`config.mk`:
```
export PLATFORM = sky130hd
export DESIGN_NAME = bpcm_jobq
export DESIGN_NICKNAME = d
export VERILOG_FILES = /design/src/rtl/bpcm_pkg.sv /design/src/rtl/bpcm_jobq.sv
export SDC_FILE = /design/constraint.sdc
export NUM_CORES = 1
export LEC_CHECK = 0
export BUFFER_PORTS_ARGS = -buffer_cell sky130_fd_sc_hd__buf_2
export CORE_MARGIN = 4
export CORE_UTILIZATION = 38
export DETAILED_ROUTE_END_ITERATION = 8
export PLACE_DENSITY = 0.6
export SYNTH_ARGS = -nofsm -noshare
export SYNTH_HDL_FRONTEND = slang
export SYNTH_SLANG_ARGS = --single-unit
```
`constraint.sdc`:
```
create_clock -name clk -period 16.3 [get_ports clk]
set_input_delay 0.815 -clock clk [delete_from_list [all_inputs] [get_ports clk]]
set_output_delay 0.815 -clock clk [all_outputs]
set_load 0.1 [all_outputs]
```
`src/rtl/bpcm_pkg.sv`:
```
// Types, constants and helper functions of the banded covariance multiply.
`timescale 1ns / 1ps

package bpcm_pkg;

    localparam int SAMPLE_W   = 16;
    localparam int CORR_W     = 18;
    localparam int RESULT_W   = 40;
    localparam int POS_W      = 20;
    localparam int CNT_W      = 21;
    localparam int ROW_W      = 11;
    localparam int LEN_W      = 21;
    localparam int BAND_W     = 3;
    localparam int MAX_ROW    = 1024;
    localparam int MAX_LENGTH = 1048576;
    localparam int NUM_CLASS  = 6;
    localparam int SPAN       = 5;
    localparam int NUM_TAPS   = SPAN * SPAN;
    localparam int NUM_LINES  = SPAN - 1;
    localparam int PROD_W     = SAMPLE_W + CORR_W;
    localparam int GROUP_W    = PROD_W + 3;
    localparam int ADDR_W     = $clog2(NUM_LINES * MAX_ROW + 1);
    localparam int JQ_DEPTH   = 4;
    localparam int JQ_PTR_W   = $clog2(JQ_DEPTH);
    localparam int JQ_CNT_W   = JQ_PTR_W + 1;
    localparam int OF_DEPTH   = 8;
    localparam int OF_PTR_W   = $clog2(OF_DEPTH);
    localparam int OF_CNT_W   = OF_PTR_W + 1;
    localparam int CFG_IDX_W  = 3;
    localparam int CFG_DATA_W = 21;

    typedef enum logic [CFG_IDX_W-1:0] {
        REG_CORR_CENTER       = 3'd0,
        REG_CORR_ADJACENT     = 3'd1,
        REG_CORR_DIAGONAL     = 3'd2,
        REG_CORR_TWO_AWAY     = 3'd3,
        REG_CORR_KNIGHT       = 3'd4,
        REG_CORR_FAR_DIAGONAL = 3'd5,
        REG_ROW_WIDTH         = 3'd6,
        REG_VECTOR_LENGTH     = 3'd7
    } cfg_reg_t;

    typedef logic signed [SAMPLE_W-1:0] sample_t;
    typedef logic signed [CORR_W-1:0]   corr_t;
    typedef sample_t [SPAN-1:0]         group_t;

    typedef struct packed {
        logic    mode;
        sample_t sample;
    } sample_item_t;

    typedef struct packed {
        logic signed [RESULT_W-1:0] result;
        logic [POS_W-1:0]           position;
        logic                       last;
    } result_item_t;

    typedef struct packed {
        corr_t [NUM_CLASS-1:0] corr;
        logic [ROW_W-1:0]      row_width;
        logic [LEN_W-1:0]      vector_length;
    } cfg_t;

    typedef struct packed {
        sample_t [NUM_TAPS-1:0] taps;
        logic [POS_W-1:0]       position;
        logic                   last;
    } job_t;

    typedef struct packed {
        logic valid;
        job_t job;
    } jq_wr_t;

    typedef struct packed {
        logic [JQ_CNT_W-1:0] count;
        logic                empty;
    } jq_stat_t;

    function automatic logic [BAND_W-1:0] tap_class(input int j, input int i);
        int a;
        int b;
        int lo;
        int hi;
        logic [BAND_W-1:0] c;
        a  = (j < 2) ? 2 - j : j - 2;
        b  = (i < 2) ? 2 - i : i - 2;
        lo = (a < b) ? a : b;
        hi = (a < b) ? b : a;
        if (hi == 0)
            c = 3'd0;
        else if (hi == 1)
            c = (lo == 0) ? 3'd1 : 3'd2;
        else
            c = (lo == 0) ? 3'd3 : ((lo == 1) ? 3'd4 : 3'd5);
        return c;
    endfunction

    function automatic logic [BAND_W-1:0] pick_level(input corr_t [NUM_CLASS-1:0] corr);
        logic signed [CORR_W+5:0] x50;
        logic                     found;
        logic [BAND_W-1:0]        lvl;
        found = 1'b0;
        lvl   = BAND_W'(NUM_CLASS - 1);
        for (int k = 1; k < NUM_CLASS; k++)
        begin
            x50 = ((CORR_W+6)'(corr[k]) <<< 5) + ((CORR_W+6)'(corr[k]) <<< 4)
                + ((CORR_W+6)'(corr[k]) <<< 1);
            if (!found && (x50 < (CORR_W+6)'(corr[0])))
            begin
                found = 1'b1;
                lvl   = BAND_W'(k - 1);
            end
        end
        return lvl;
    endfunction

endpackage

```
`src/rtl/bpcm_jobq.sv`:
```
// Job queue between the front end and the multiply back end.
`timescale 1ns / 1ps

module bpcm_jobq (
    input  logic               clk,
    input  logic               rst_n,
    input  bpcm_pkg::jq_wr_t   jq_wr,
    input  logic               jq_pop,
    output bpcm_pkg::job_t     jq_head,
    output bpcm_pkg::jq_stat_t jq_stat
);
    import bpcm_pkg::*;

    job_t                jq_mem [JQ_DEPTH];
    logic [JQ_PTR_W-1:0] wr_ptr_reg, wr_ptr_next;
    logic [JQ_PTR_W-1:0] rd_ptr_reg, rd_ptr_next;
    logic [JQ_CNT_W-1:0] count_reg, count_next;
    logic                do_pop;

    assign do_pop = jq_pop & (count_reg != '0);

    always_comb
    begin
        wr_ptr_next = wr_ptr_reg;
        rd_ptr_next = rd_ptr_reg;
        count_next  = count_reg;
        if (jq_wr.valid)
        begin
            wr_ptr_next = wr_ptr_reg + JQ_PTR_W'(1);
        end
        if (do_pop)
        begin
            rd_ptr_next = rd_ptr_reg + JQ_PTR_W'(1);
        end
        case ({jq_wr.valid, do_pop})
            2'b10:   count_next = count_reg + JQ_CNT_W'(1);
            2'b01:   count_next = count_reg - JQ_CNT_W'(1);
            default: count_next = count_reg;
        endcase
    end

    always_ff @(posedge clk or negedge rst_n)
    begin
        if (!rst_n)
        begin
            wr_ptr_reg <= '0;
            rd_ptr_reg <= '0;
            count_reg  <= '0;
        end
        else
        begin
            wr_ptr_reg <= wr_ptr_next;
            rd_ptr_reg <= rd_ptr_next;
            count_reg  <= count_next;
        end
    end

    always_ff @(posedge clk)
    begin
        if (jq_wr.valid)
        begin
            jq_mem[wr_ptr_reg] <= jq_wr.job;
        end
    end

    assign jq_head       = jq_mem[rd_ptr_reg];
    assign jq_stat.count = count_reg;
    assign jq_stat.empty = (count_reg == '0);

endmodule

```
==> impl_metrics.tcl <==
set metrics [dict create \
    outcome "finished, final reports clean" \
    track_usage_pct 16.3 \
    fill_cells 13200 \
    layout_commonest_cell "edfxtp_1" \
    synth_top_family_by_area "multiplexers" \
    wl_per_cell_um 25.0 \
    r2r-end "jq_mem[0][225]$_DFFE_PP_" \
    clock_latency_ps 770 \
    design.core.area_mm2 0.159 \
    crit_slowest_cell "buf_4" \
    cts_buffers 173 \
    slowest_delay_ps 860 \
    die_area_mm2 0.167 \
    yosys.area.top_type_share_pct 82.7 \
    syn_area_mm2 0.0612 \
    cts.sinks 1691 \
    min_path_type "in -> reg" \
    pin_count 850 \
    dp_hpwl_um 88000 \
    yosys.area.top_type "edfxtp_1" \
    vias_per_cell 4.99 \
    synthXorXnorAreaFrac_pct 0.0859 \
    fmaxAchievable_mhz 169 \
    cts_hold_buffers 1 \
    start_util_pct 38.4 \
    gp_congestion 0.737 \
    dpl_cell_area_mm2 0.0677 \
    hold_depth 1 \
    ys_types 18 \
    drive_above_1_share_pct 46.4 \
    ys_seq_area_share_pct 83.0 \
    largest_reg_flops 1684 \
    max_cap_violations 0 \
    final_cell_mix "edfxtp_1, buf_2, mux4_2" \
    rsz0062_at_grt "false" \
    path_delay_family "buffers and inverters" \
    crit_chain "buf_4 > buf_4 > buf_4 > mux4_2 > buf_2" \
    crit_start "rd_ptr_reg[1]$_DFFE_PN0P_" \
    synthMuxAreaShare_pct 15.5 \
    fin_crit_ps 5910 \
    drv_slew 0 \
    fin_util_pct 46.1 \
    die_h_um 409 \
    rr_worst_depth 7 \
    fin_setup_tns_ps 0 \
    synth_compound_area_share_pct 0.0225 \
    cts_resized 0 \
    drt_iter0_drc 2124 \
    yosys-top-cells-area "edfxtp_1, mux4_2, buf_6" \
    crit_buf_inv 4 \
    cts_buffer_depth 3 \
    worst_pin_slew_ps 1080 \
    grt_max_degree 129 \
    synthAdderAreaFrac_pct 0.135 \
    timing.final.crit_share_pct 36.2 \
    drc 0 \
    synthesis.nets 2666 \
    path_clk_slew_ps 60 \
    yosys.area_share.simple_pct 0.0675 \
    ys_ff_latch 1691 \
    rrSetupSlack_ps 11330 \
    reg2reg_from "wr_ptr_reg[0]$_DFFE_PN0P_" \
    cts_tree "done" \
    drt-pass1-iter-count 5 \
    worst_ep_arrival_time_ps 5090 \
    syn_inst 2235 \
    path_class "reg -> out" \
    grt_pass1_vias 29000 \
    endpoint_kind "output pin" \
    syn_area_per_cell_um2 27.4 \
    num_rows 146 \
    die_width_um 409 \
    slew_headroom_pct 28.0 \
    fin_nets 3638 \
    worst_clock_skew_ps 41.9 \
    htree_num_levels 4 \
    vias 27600 \
    syn_to_final_growth_pct 19.9 \
    finalHoldViolations 0 \
    grt_pass1_wl_um 202000 \
    overflow 0 \
    critPathLaunchType "flop" \
    fin_area_mm2 0.0734 \
    worst_ep_required_time_ps 15490 \
    port_buffers 849 \
    crit_path_end "jq_head[219]" \
    yosysWarnings 0 \
    setup_violations 0 \
    cp_common_cell "buf_4" \
    cp.depth 5 \
    timing.critical_path.fanout_max 64 \
    postRouteAntennaNets 0 \
    cts_root_buf "clkbuf_16" \
    antenna_found_initial 82 \
    hold_slack_ps 251 \
    drt_wl_total_um 138000 \
    post_cts_buffers 0 \
]
==> area by class of cell <==
cell class	instances	area [µm²]	share of cell area [%]
flip-flops and latches	1691	50800	69.2
multi-input cells	444	9690	13.2
repair buffers	891	4600	6.28
clock buffers	214	4480	6.11
well taps	2146	2690	3.66
clock inverters	97	1040	1.42
diodes	36	90.1	0.123
inverters	6	22.5	0.0307
==> worst register-to-register path, delay by kind of cell (launching register included) <==
family        cells  cell delay [ps]
flops             1              420
simple gates      1              420
buf+inv           5             3500
fa+ha+maj         1              140
==> synth_stat cells, drive strengths merged <==
cell	count
and2	4
buf	87
clkbuf	7
dfrtp	7
edfxtp	1684
fa	1
ha	5
inv	6
mux2i	1
mux4	421
nand2	2
nor2	1
nor3	1
o21ai	1
o31a	1
xnor2	2
xor2	4
==> how the worst min path moves through the flow <==
stage	from	end	slack [ps]
2_1_floorplan	wr_ptr_reg[0]$_DFFE_PN0P_	wr_ptr_reg[0]$_DFFE_PN0P_	490
3_3_place_gp	wr_ptr_reg[0]$_DFFE_PN0P_	wr_ptr_reg[0]$_DFFE_PN0P_	520
3_5_place_dp	wr_ptr_reg[0]$_DFFE_PN0P_	wr_ptr_reg[0]$_DFFE_PN0P_	520
4_1_cts	jq_wr[382]	jq_mem[3][382]$_DFFE_PP_	160
5_1_grt	jq_wr[389]	jq_mem[2][389]$_DFFE_PP_	180
6_report	jq_wr[339]	jq_mem[0][339]$_DFFE_PP_	250
==> cell families (layout without fill, tap and decap cells) <==
logic type / count (synthesis) / count (layout)
fa+ha+maj: 6 / 6
buf+inv: 100 / 1208
flops: 1691 / 1691
mux: 422 / 422
xor+xnor: 6 / 6
other cells: 0 / 36
compound gates: 2 / 2
simple gates: 8 / 8
==> per-layer routing <==
metal	vias up	GRT usage [%]	share of wire [%]	wire, µm
met1	14500	20.5	39	53800
li1	11800	-	-	-
met2	955	26.0	49	67000
met4	46	4.21	2.2	3080
met5	-	0	0.22	302
met3	277	7.17	10	13800
==> stage by stage <==
stage / setup WS, ps / std cells
2_1_floorplan: 5180 / 2235
3_3_place_gp: 10800 / 5177
3_5_place_dp: 10790 / 5177
4_1_cts: 10170 / 5489
5_1_grt: 10070 / 5502
6_report: 10390 / 5525
Power is left out: the tool's default activity adds up to more than one toggle a clock period on the data nets, which glitch-free logic cannot reach.
